File: config.mk
export PLATFORM = sky130hd
export DESIGN_NAME = mod_q_butterfly_twiddle_fault
export DESIGN_NICKNAME = d
export VERILOG_FILES = /design/src/sv/mqbtf_pkg.sv /design/src/sv/mod_q_butterfly_twiddle_fault.sv
export VERILOG_INCLUDE_DIRS = /design/src /design/src/sv
export SDC_FILE = /design/constraint.sdc
export NUM_CORES = 2
export LEC_CHECK = 0
export BUFFER_PORTS_ARGS = -buffer_cell sky130_fd_sc_hd__buf_2
export CAP_MARGIN = 20
export CELL_PAD_IN_SITES_DETAIL_PLACEMENT = 0
export CELL_PAD_IN_SITES_GLOBAL_PLACEMENT = 2
export CORE_AREA = 2 2 381 307
export DETAILED_ROUTE_END_ITERATION = 12
export DIE_AREA = 0 0 383 309
export PLACE_DENSITY = 0.82
export SETUP_SLACK_MARGIN = 0.05
export SKIP_CTS_REPAIR_TIMING = 1
export SLEW_MARGIN = 40
export SYNTH_ARGS = -nofsm -noshare
export SYNTH_HDL_FRONTEND = slang
export SYNTH_SLANG_ARGS = --single-unit
File: constraint.sdc
create_clock -name i_clk -period 8.99 [get_ports i_clk]
set_clock_uncertainty 0.05 [all_clocks]
set_input_delay 0.899 -clock i_clk [delete_from_list [all_inputs] [get_ports i_clk]]
set_output_delay 0.899 -clock i_clk [all_outputs]
set_load 0.02 [all_outputs]
File: src/sv/mod_q_butterfly_twiddle_fault_macros.svh
// Assertion helpers used by the RTL.
`ifndef MOD_Q_BUTTERFLY_TWIDDLE_FAULT_MACROS_SVH
`define MOD_Q_BUTTERFLY_TWIDDLE_FAULT_MACROS_SVH

// Same-cycle implication, disabled while reset is asserted.
`define MQB_ASSERT_IMP(label, clk, rst_n, ante, cons) \
    label: assert property (@(posedge clk) disable iff (!(rst_n)) (ante) |-> (cons)) \
        else $error("assertion failed");

// Next-cycle implication, disabled while reset is asserted.
`define MQB_ASSERT_NXT(label, clk, rst_n, ante, cons) \
    label: assert property (@(posedge clk) disable iff (!(rst_n)) (ante) |=> (cons)) \
        else $error("assertion failed");

`endif

File: src/sv/mqbtf_pkg.sv
package mqbtf_pkg;

    // q = 2^23 - 2^13 + 1, so 2^23 == 2^13 - 1 (mod q)
    localparam int unsigned Q      = 8380417;
    localparam int unsigned Q_FOLD = 8191;

    localparam int unsigned COEF_W = 23;
    localparam int unsigned POS_W  = 6;
    localparam int unsigned TW_W   = 32;
    localparam int unsigned IDX_W  = 3;

    typedef enum logic [1:0] {
        FM_NONE  = 2'd0,
        FM_WRONG = 2'd1,
        FM_VALUE = 2'd2
    } t_fault_mode;

    typedef enum logic [IDX_W-1:0] {
        REG_FAULT_MODE   = 3'd0,
        REG_TARGET_POS   = 3'd1,
        REG_NORMAL_TW    = 3'd2,
        REG_WRONG_TW     = 3'd3,
        REG_FAULT_VALUE  = 3'd4
    } t_reg_idx;

    localparam logic [1:0]        RST_FAULT_MODE  = 2'd0;
    localparam logic [POS_W-1:0]  RST_TARGET_POS  = 6'd17;
    localparam logic [COEF_W-1:0] RST_NORMAL_TW   = 23'd50838;
    localparam logic [COEF_W-1:0] RST_WRONG_TW    = 23'd0;
    localparam logic [TW_W-1:0]   RST_FAULT_VALUE = 32'd0;

    // Side data that rides along the pipe next to the arithmetic.
    typedef struct packed {
        logic [COEF_W-1:0] top;
        logic [TW_W-1:0]   zeta;
        logic              neg;
        logic              faulted;
    } t_side;

endpackage

File: src/sv/mod_q_butterfly_twiddle_fault.sv
// Channel   | Direction | Signals                                   | Transfer when
// ----------+-----------+-------------------------------------------+---------------------------
// item in   | in        | i_start, o_busy, i_pair_index,            | i_start && !o_busy
//           |           | i_coef_top, i_coef_bottom                 |
// result    | out       | o_valid, o_sum_coef, o_diff_coef,         | o_valid (one cycle each)
//           |           | o_twiddle_used, o_fault_applied           |
// config    | in        | i_cfg_valid, o_cfg_ready, i_cfg_index,    | i_cfg_valid && o_cfg_ready
//           |           | i_cfg_data                                |
//
// Six register stages; one item per cycle. The result comes from the last stage's registers.
// Stage depth is set by the 23x23 multiplier and the shift-add modular folds around it.
// o_busy stays low: the pipe never stalls, since the receiver cannot hold results off.
// Reset (synchronous, active low) clears the valid bits and loads the register defaults.
// Config must be written only while the pipe is empty; unenforced, o_cfg_ready is always high.
module mod_q_butterfly_twiddle_fault (
    input  logic                                i_clk,
    input  logic                                i_rst_n,
    // item in
    input  logic                                i_start,
    output logic                                o_busy,
    input  logic [mqbtf_pkg::POS_W-1:0]         i_pair_index,
    input  logic [mqbtf_pkg::COEF_W-1:0]        i_coef_top,
    input  logic [mqbtf_pkg::COEF_W-1:0]        i_coef_bottom,
    // result
    output logic                                o_valid,
    output logic [mqbtf_pkg::COEF_W-1:0]        o_sum_coef,
    output logic [mqbtf_pkg::COEF_W-1:0]        o_diff_coef,
    output logic signed [mqbtf_pkg::TW_W-1:0]   o_twiddle_used,
    output logic                                o_fault_applied,
    // config write
    input  logic                                i_cfg_valid,
    output logic                                o_cfg_ready,
    input  logic [mqbtf_pkg::IDX_W-1:0]         i_cfg_index,
    input  logic [mqbtf_pkg::TW_W-1:0]          i_cfg_data
);

    localparam logic [22:0] Q23 = 23'(mqbtf_pkg::Q);
    localparam logic [23:0] Q24 = 24'(mqbtf_pkg::Q);

    // ---------------------------------------------------------------
    // Configuration registers
    // ---------------------------------------------------------------
    logic [1:0]                       r_fault_mode;
    logic [mqbtf_pkg::POS_W-1:0]      r_target_pos;
    logic [mqbtf_pkg::COEF_W-1:0]     r_normal_tw;
    logic [mqbtf_pkg::COEF_W-1:0]     r_wrong_tw;
    logic [mqbtf_pkg::TW_W-1:0]       r_fault_value;

    assign o_cfg_ready = 1'b1;
    assign o_busy      = 1'b0;

    always_ff @(posedge i_clk) begin
        if (!i_rst_n) begin
            r_fault_mode  <= mqbtf_pkg::RST_FAULT_MODE;
            r_target_pos  <= mqbtf_pkg::RST_TARGET_POS;
            r_normal_tw   <= mqbtf_pkg::RST_NORMAL_TW;
            r_wrong_tw    <= mqbtf_pkg::RST_WRONG_TW;
            r_fault_value <= mqbtf_pkg::RST_FAULT_VALUE;
        end else if (i_cfg_valid && o_cfg_ready) begin
            case (mqbtf_pkg::t_reg_idx'(i_cfg_index))
                mqbtf_pkg::REG_FAULT_MODE:  r_fault_mode  <= i_cfg_data[1:0];
                mqbtf_pkg::REG_TARGET_POS:  r_target_pos  <= i_cfg_data[5:0];
                mqbtf_pkg::REG_NORMAL_TW:   r_normal_tw   <= i_cfg_data[22:0];
                mqbtf_pkg::REG_WRONG_TW:    r_wrong_tw    <= i_cfg_data[22:0];
                mqbtf_pkg::REG_FAULT_VALUE: r_fault_value <= i_cfg_data;
                default: ;   // writes past the list are dropped
            endcase
        end
    end

    // ---------------------------------------------------------------
    // Valid bits, one per stage
    // ---------------------------------------------------------------
    logic [5:0] r_vld;

    always_ff @(posedge i_clk) begin
        if (!i_rst_n) begin
            r_vld <= '0;
        end else begin
            r_vld <= {r_vld[4:0], i_start && !o_busy};
        end
    end

    // Side data per stage (stages 1..5)
    mqbtf_pkg::t_side r_side [1:5];

    // ---------------------------------------------------------------
    // Stage 1: twiddle select, sign/magnitude, operand reduction
    // ---------------------------------------------------------------
    logic [31:0] n_zeta;
    logic        n_faulted;
    logic        n_hit;
    logic [31:0] n_mag;
    logic [22:0] n_top;
    logic [22:0] n_bot;

    always_comb begin
        n_hit     = (i_pair_index == r_target_pos);
        n_zeta    = {9'd0, r_normal_tw};
        n_faulted = 1'b0;
        case (mqbtf_pkg::t_fault_mode'(r_fault_mode))
            mqbtf_pkg::FM_WRONG: begin
                if (n_hit) begin
                    n_zeta    = {9'd0, r_wrong_tw};
                    n_faulted = 1'b1;
                end
            end
            mqbtf_pkg::FM_VALUE: begin
                if (n_hit) begin
                    n_zeta    = r_fault_value;
                    n_faulted = 1'b1;
                end
            end
            default: ;   // no fault, unused mode code included
        endcase
        // two's complement magnitude; the most negative value maps to 2^31
        n_mag = n_zeta[31] ? (~n_zeta + 32'd1) : n_zeta;
        n_top = (i_coef_top >= Q23) ? (i_coef_top - Q23) : i_coef_top;
        n_bot = (i_coef_bottom >= Q23) ? (i_coef_bottom - Q23) : i_coef_bottom;
    end

    logic [31:0] r1_mag;
    logic [22:0] r1_bot;

    always_ff @(posedge i_clk) begin
        r1_mag   <= n_mag;
        r1_bot   <= n_bot;
        r_side[1] <= '{top: n_top, zeta: n_zeta, neg: n_zeta[31], faulted: n_faulted};
    end

    // ---------------------------------------------------------------
    // Stage 2: magnitude mod q (one fold, one conditional subtract)
    // ---------------------------------------------------------------
    logic [23:0] n_mag_fold;
    logic [22:0] n_mag_red;

    always_comb begin
        // hi*(2^13-1) + lo, hi <= 256 so the sum stays below 2q
        n_mag_fold = 24'({r1_mag[31:23], 13'd0}) - 24'(r1_mag[31:23]) + 24'(r1_mag[22:0]);
        n_mag_red  = (n_mag_fold >= Q24) ? 23'(n_mag_fold - Q24) : n_mag_fold[22:0];
    end

    logic [22:0] r2_mag;
    logic [22:0] r2_bot;

    always_ff @(posedge i_clk) begin
        r2_mag    <= n_mag_red;
        r2_bot    <= r1_bot;
        r_side[2] <= r_side[1];
    end

    // ---------------------------------------------------------------
    // Stage 3: 23x23 product
    // ---------------------------------------------------------------
    logic [45:0] r3_prod;

    always_ff @(posedge i_clk) begin
        r3_prod   <= 46'(r2_mag) * 46'(r2_bot);
        r_side[3] <= r_side[2];
    end

    // ---------------------------------------------------------------
    // Stage 4: two folds, 46 -> 37 -> 28 bits
    // ---------------------------------------------------------------
    logic [36:0] n_x1;
    logic [27:0] n_x2;

    always_comb begin
        n_x1 = 37'({r3_prod[45:23], 13'd0}) - 37'(r3_prod[45:23]) + 37'(r3_prod[22:0]);
        n_x2 = 28'({n_x1[36:23], 13'd0}) - 28'(n_x1[36:23]) + 28'(n_x1[22:0]);
    end

    logic [27:0] r4_x2;

    always_ff @(posedge i_clk) begin
        r4_x2     <= n_x2;
        r_side[4] <= r_side[3];
    end

    // ---------------------------------------------------------------
    // Stage 5: last fold, final subtract, sign fix -> t
    // ---------------------------------------------------------------
    logic [23:0] n_x3;
    logic [22:0] n_r;
    logic [22:0] n_t;

    always_comb begin
        n_x3 = 24'({r4_x2[27:23], 13'd0}) - 24'(r4_x2[27:23]) + 24'(r4_x2[22:0]);
        n_r  = (n_x3 >= Q24) ? 23'(n_x3 - Q24) : n_x3[22:0];
        // negative twiddle: residue of the negated product
        n_t  = (r_side[4].neg && (n_r != 23'd0)) ? (Q23 - n_r) : n_r;
    end

    logic [22:0] r5_t;

    always_ff @(posedge i_clk) begin
        r5_t      <= n_t;
        r_side[5] <= r_side[4];
    end

    // ---------------------------------------------------------------
    // Stage 6: butterfly add/sub into output registers
    // ---------------------------------------------------------------
    logic [23:0] n_sum_full;
    logic [22:0] n_sum;
    logic [22:0] n_diff;

    always_comb begin
        n_sum_full = 24'(r_side[5].top) + 24'(r5_t);
        n_sum      = (n_sum_full >= Q24) ? 23'(n_sum_full - Q24) : n_sum_full[22:0];
        n_diff     = (r_side[5].top >= r5_t) ? (r_side[5].top - r5_t)
                                             : 23'(24'(r_side[5].top) + Q24 - 24'(r5_t));
    end

    logic [22:0] r_sum;
    logic [22:0] r_diff;
    logic [31:0] r_tw_used;
    logic        r_faulted;

    always_ff @(posedge i_clk) begin
        r_sum     <= n_sum;
        r_diff    <= n_diff;
        r_tw_used <= r_side[5].zeta;
        r_faulted <= r_side[5].faulted;
    end

    assign o_valid         = r_vld[5];
    assign o_sum_coef      = r_sum;
    assign o_diff_coef     = r_diff;
    assign o_twiddle_used  = signed'(r_tw_used);
    assign o_fault_applied = r_faulted;

    // ---------------------------------------------------------------
    // Checks
    // ---------------------------------------------------------------
`include "mod_q_butterfly_twiddle_fault_macros.svh"

    `MQB_ASSERT_IMP(a_mag_reduced, i_clk, i_rst_n, r_vld[1], r2_mag < Q23)
    `MQB_ASSERT_IMP(a_t_reduced, i_clk, i_rst_n, r_vld[4], r5_t < Q23)
    `MQB_ASSERT_NXT(a_out_reduced, i_clk, i_rst_n, r_vld[4],
                    (o_sum_coef < Q23) && (o_diff_coef < Q23))

endmodule
## Word level (Yosys, flattened, before mapping)

Memories as Yosys holds them, arrays and structs flattened.
Cells that the tools add are included.
Widths: inputs -> output; s select.

- $add $sub $neg: 19
- Multipliers: 1
- $lt $le $gt $ge: 6
- Eq/ne operators: 7
- Multiplexer cells: 13
- Bitwise operators: 1
- Reduce and logical (&&, ||, !) cells: 9

Operator list:

| kind | number |
|---|---|
| $mux 23 | 8 |
| $sub 23x23->23 const B | 5 |
| $ge 24x23->1 const B | 3 |
| $pmux 32 s2 | 1 |
| $add 24x23->24 | 2 |
| $ge 23x23->1 const B | 2 |
| $mul 23x23->46 | 1 |
| $sub 23x23->23 | 2 |
| $add 37x23->37 | 1 |
| $sub 36x23->37 | 1 |
| $add 32x1->32 const B | 1 |
| $mux 32 | 1 |
| $not 32->32 | 1 |
| $mux 31 | 1 |
| $add 28x23->28 | 1 |
| $sub 27x14->28 | 1 |
| $add 23x23->24 | 1 |
| $add 23x23->23 const B | 1 |
| $ge 23x23->1 | 1 |
| $reduce_bool 23->1 | 1 |
| $sub 22x9->23 | 1 |
| $sub 23x23->23 const A | 1 |
| $sub 18x5->19 | 1 |
| $reduce_and 2->1 | 5 |
| 10 further kinds | 12 |

- Flip-flop bits (word level): 369
- Memory bits (writable): 285
- Input bits: 91
- Output and inout bits: 82
- Logic and storage cells: 75
- Memories: 1

Memory list:

| name | depth | bits a word | rd ports | clocked after Yosys merged registers in | write ports | line | source |
|---|---|---|---|---|---|---|---|
| r_side | 5 | 57 | 5 | 0 | 5 | mod_q_butterfly_twiddle_fault.sv:85 | `mqbtf_pkg::t_side r_side [1:5];` |

## Longest topological paths before layout

- Word-level depth: 7
- Depth in mapped cells: 37
- Gate-level depth less buffers: 37

## Worst setup path after synthesis

No wires, ideal clock.

- Path kind: reg2reg
- Start: register r2_bot[8]
- End: register r3_prod[45]
- Setup time: 128 ps
- Arrival: 7149 ps
- Required time: 8812 ps
- Setup slack: 1663 ps
- Stages on the path, launching flop included: 26
- Path buffers: 1
- Clock period less this slack: 7327 ps
- Cell sequence: dfxtp_1 clkbuf_1 nand2_1 fa_1 inv_1 fa_1 inv_1 fa_1 inv_1 fa_1 fa_1 fa_1 inv_1 fa_1 inv_1 ha_1 a2111o_1 or3_1 o21a_1 a31oi_1 o21ai_0 a211oi_1 o31ai_1 a21oi_1 mux2i_1 nand4_1

- Longest elaborated chain between the ends: 1

Ends and longest elaborated chain:

| item | line | source |
|---|---|---|
| start, declared | mod_q_butterfly_twiddle_fault.sv:144 | `logic [22:0] r2_bot;` |
| start signal, assigned | mod_q_butterfly_twiddle_fault.sv:148 | `r2_bot <= r1_bot;` |
| $mul 23x23->46 | mod_q_butterfly_twiddle_fault.sv:158 | `r3_prod <= 46'(r2_mag) * 46'(r2_bot);` |
| end signal, assigned | mod_q_butterfly_twiddle_fault.sv:158 |  |
| end, declared | mod_q_butterfly_twiddle_fault.sv:155 | `logic [45:0] r3_prod;` |

No other way between the ends.
A chain may end at the register's enable or synchronous reset.

## Final worst setup path

- Start: register r2_mag[4]
- End: register r3_prod[42]

- Longest elaborated chain between the ends: 1

Ends and longest elaborated chain:

| item | line | source |
|---|---|---|
| start, declared | mod_q_butterfly_twiddle_fault.sv:143 | `logic [22:0] r2_mag;` |
| start signal, assigned | mod_q_butterfly_twiddle_fault.sv:147 | `r2_mag <= n_mag_red;` |
| $mul 23x23->46 | mod_q_butterfly_twiddle_fault.sv:158 |  |

No other way between the ends.

==> flow_summary_export.csv <==
group,metric,value,unit
place,gp_congestion,0.860,
synthesis,synthesis.area,0.0466,sq mm
synthesis,yosysSeqAreaShare,27.8,%
synthesis,async_flop_share,0,%
route,drt_iter0_drc,1801,
floorplan,io_pins,173,
global_routing,grt.total_usage,21.1,%
critical_path,cp.required,9.53,ns
synthesis,ys_ff_latch,648,
global_routing,first_global_vias,34400,
route,vias_per_cell,4.95,
place,dp_hpwl,98500,um
global_routing,grt_max_degree,93,
critical_path,path_class,"register to register",
route,wirelength,123000,um
critical_path,rr_startpoint,"r2_mag[4]",
cts,cts_root_buffer,"clkbuf_16",
place,place_ws,0.730,ns
layout,multiInputGateArea,0.0301,sq mm
layout,area_delta_synth_final,11.3,%
timing,hold_ws,0.261,ns
route,drc,0,
critical_path,crit_path_start_kind,"register",
synthesis,syn_inst,5126,
route,drtPass1Iterations,5,
synthesis,synth_edf_count,0,
layout,nets,6235,
cts,cts_tree,"built",
global_routing,grt_pass1_wl,195000,um
hold_path,hold_class,"register to register",
synthesis,yosysUniqueCellTypes,92,
floorplan,die_h,309,um
floorplan,coreArea,0.114,sq mm
layout,fillCellCount,11300,
cts,htree_levels,3,
timing,worst_pin_slew,0.889,ns
global_routing,antenna_found_initial,6,
floorplan,die-width,383,um
timing,setup_viol,0,
layout,regArea,0.0130,sq mm
run,drv_cap,0,
synthesis,synth_nets,6094,
layout,drive_above_1_share,8.57,%
timing,setup-tns-final,0,ns
cts,clk_pin_slew,0.07,ns
layout,final_util,45.4,%
timing,relSlewSlack,40.6,%
critical_path,endpoint_kind,"register",
timing,grt_setup_unrepaired,"false",
outcome,run_status,"finished, final reports clean",
cts,cts_buffers,72,
floorplan,fp.dieArea,0.118,sq mm
global_routing,grt.overflow.total,0,
hold_path,hold_start,"r_side[0][275]",
timing,final_hold_viol_count,0,
timing,layout_setup_ws,0.657,ns
synthesis,ys_warn_count,0,
timing,drv_slew,0,
route,postRouteAntennaNets,0,
cts,cts_sinks,648,
timing,fmax,0.120,GHz
critical_path,cp-startpoint,"r2_mag[4]",
synthesis,yosys_most_used_dff,"dfxtp_1",
floorplan,initial_core_util,40.8,%
critical_path,crit_arrival,8.87,ns
place,port_buffers,170,
route,vias,33900,
critical_path,critPathMaxFanout,16,
cts,clk_path_buf_depth,3,
floorplan,row_count,111,
synthesis,synth_area_per_cell,9.10,sq um
timing,min_period,8.33,ns
route,wl_per_cell,17.9,um
cts,clk_latency,0.68,ns
timing,period_share,92.7,%
path summary, 6_finish.rpt:
| kind | end | slack [ns] | cells after the start |
|---|---|---|---|
| hold reg to reg | r_side[0][332] | 0.26 | 0 |
| setup / recovery | r3_prod[42] | 0.66 | 27 |
| hold / removal | r_side[0][332] | 0.26 | 0 |
| setup reg to reg | r3_prod[42] | 0.66 | 27 |
worst max-delay path: stages (launching register included):
cell	delay (ns)
dfxtp_1	0.85
buf_4	0.31
nand2_1	0.09
fa_1	0.53
inv_1	0.06
fa_1	0.55
fa_1	0.42
ha_1	0.23
fa_1	0.54
inv_1	0.05
fa_1	0.46
fa_1	0.54
inv_1	0.04
ha_1	0.37
a21oi_1	0.18
o21ai_0	0.14
or3_1	0.33
o22ai_1	0.41
a311oi_1	0.24
a41o_1	0.34
a21oi_1	0.25
a21oi_1	0.17
a21o_1	0.25
o21bai_1	0.14
o21ai_0	0.13
a21o_1	0.22
a21oi_1	0.19
xnor2_1	0.14
flip-flops by register name, indices dropped and copies added, names as in the netlist, 6 cells and up:
name and flops:
o_diff_coef 23, o_sum_coef 23, o_twiddle_used 32, r1_bot 23, r1_mag 32, r2_bot 23, r2_mag 23, r3_prod 46
r4_x2 28, r5_t 23, r_fault_value 32, r_normal_tw 23, r_side 279, r_target_pos 6, r_vld 6, r_wrong_tw 23
Yosys cell counts (10+ instances only):
master / instances / area share, %
a21o_1: 50 / 0.80
mux2i_1: 17 / 0.36
xor2_1: 97 / 1.8
and3_1: 24 / 0.32
a211oi_1: 22 / 0.35
dfxtp_1: 648 / 28
o211ai_1: 15 / 0.24
a21boi_0: 75 / 1.2
o31ai_1: 23 / 0.37
a21oi_1: 183 / 2.0
a22oi_1: 22 / 0.35
nor3_1: 87 / 0.93
clkbuf_1: 160 / 1.3
inv_1: 779 / 6.3
o21ai_1: 10 / 0.11
nor2b_1: 37 / 0.50
fa_1: 467 / 20
nand3_1: 76 / 0.82
or3_1: 44 / 0.59
xnor2_1: 225 / 4.2
nand2b_1: 36 / 0.48
or2_2: 21 / 0.28
mux2_2: 18 / 0.43
o21ai_0: 127 / 1.4
o21a_1: 34 / 0.55
nor2_1: 217 / 1.7
nand2_1: 651 / 5.2
ha_1: 410 / 11
nor4_1: 24 / 0.32
nand4_1: 23 / 0.31
a31oi_1: 29 / 0.39
o21bai_1: 27 / 0.43
and2_1: 272 / 3.6
cell families (layout without fill, tap and decap cells):
family	after synthesis	count (layout)	share of synthesized area, %
muxes	35	35	0.799
DFF	648	648	27.8
and+or+nand+nor	1558	1558	16.0
xor gates and xnor gates	323	323	6.08
buffers and inverters	956	1153	7.82
adders and majority gates	877	877	31.0
AOI/OAI and AO/OA	727	727	10.4
other	2	10	0.0161
metal layers:
metal  wire, um  GRT usage, %  vias up
met5         23             0        -
met4       1990          4.44        4
met3       7150          4.15      127
met2      51100          31.8      722
met1      62200          31.3    16400
li1           -             -    16700
final cells by class:
| class | count | area share (%) |
|---|---|---|
| multi-input combinational | 3522 | 58.0 |
| sequential | 648 | 25.0 |
| inverter | 780 | 5.64 |
| clock buffer | 86 | 3.87 |
| tap | 1525 | 3.68 |
| timing repair buffer | 243 | 2.73 |
| clock inverter | 44 | 1.02 |
| antenna | 8 | 0.0386 |
stage by stage:
stage / std cells / instance area, sq um
2_1_floorplan: 5126 / 46600
3_3_place_gp: 6718 / 49300
3_5_place_dp: 6718 / 49300
4_1_cts: 6848 / 51900
5_1_grt: 6849 / 51900
6_report: 6856 / 51900
layout by cell type (no fill, tap or decap), types with 27 or more instances in the layout:
cell type / count
inv_1: 779
nand2_1: 651
dfxtp_1: 643
fa_1: 467
ha_1: 410
and2_1: 272
xnor2_1: 220
nor2_1: 217
a21oi_1: 182
buf_2: 170
o21ai_0: 127
xor2_1: 96
nor3_1: 86
a21boi_0: 75
nand3_1: 75
clkbuf_16: 75
buf_4: 71
a21o_1: 49
or3_1: 44
nor2b_1: 37
nand2b_1: 36
o21a_1: 34
a31oi_1: 28
o21bai_1: 27
Power is left out: the tool's default activity adds up to more than one toggle a clock period on the data nets, which glitch-free logic cannot reach.
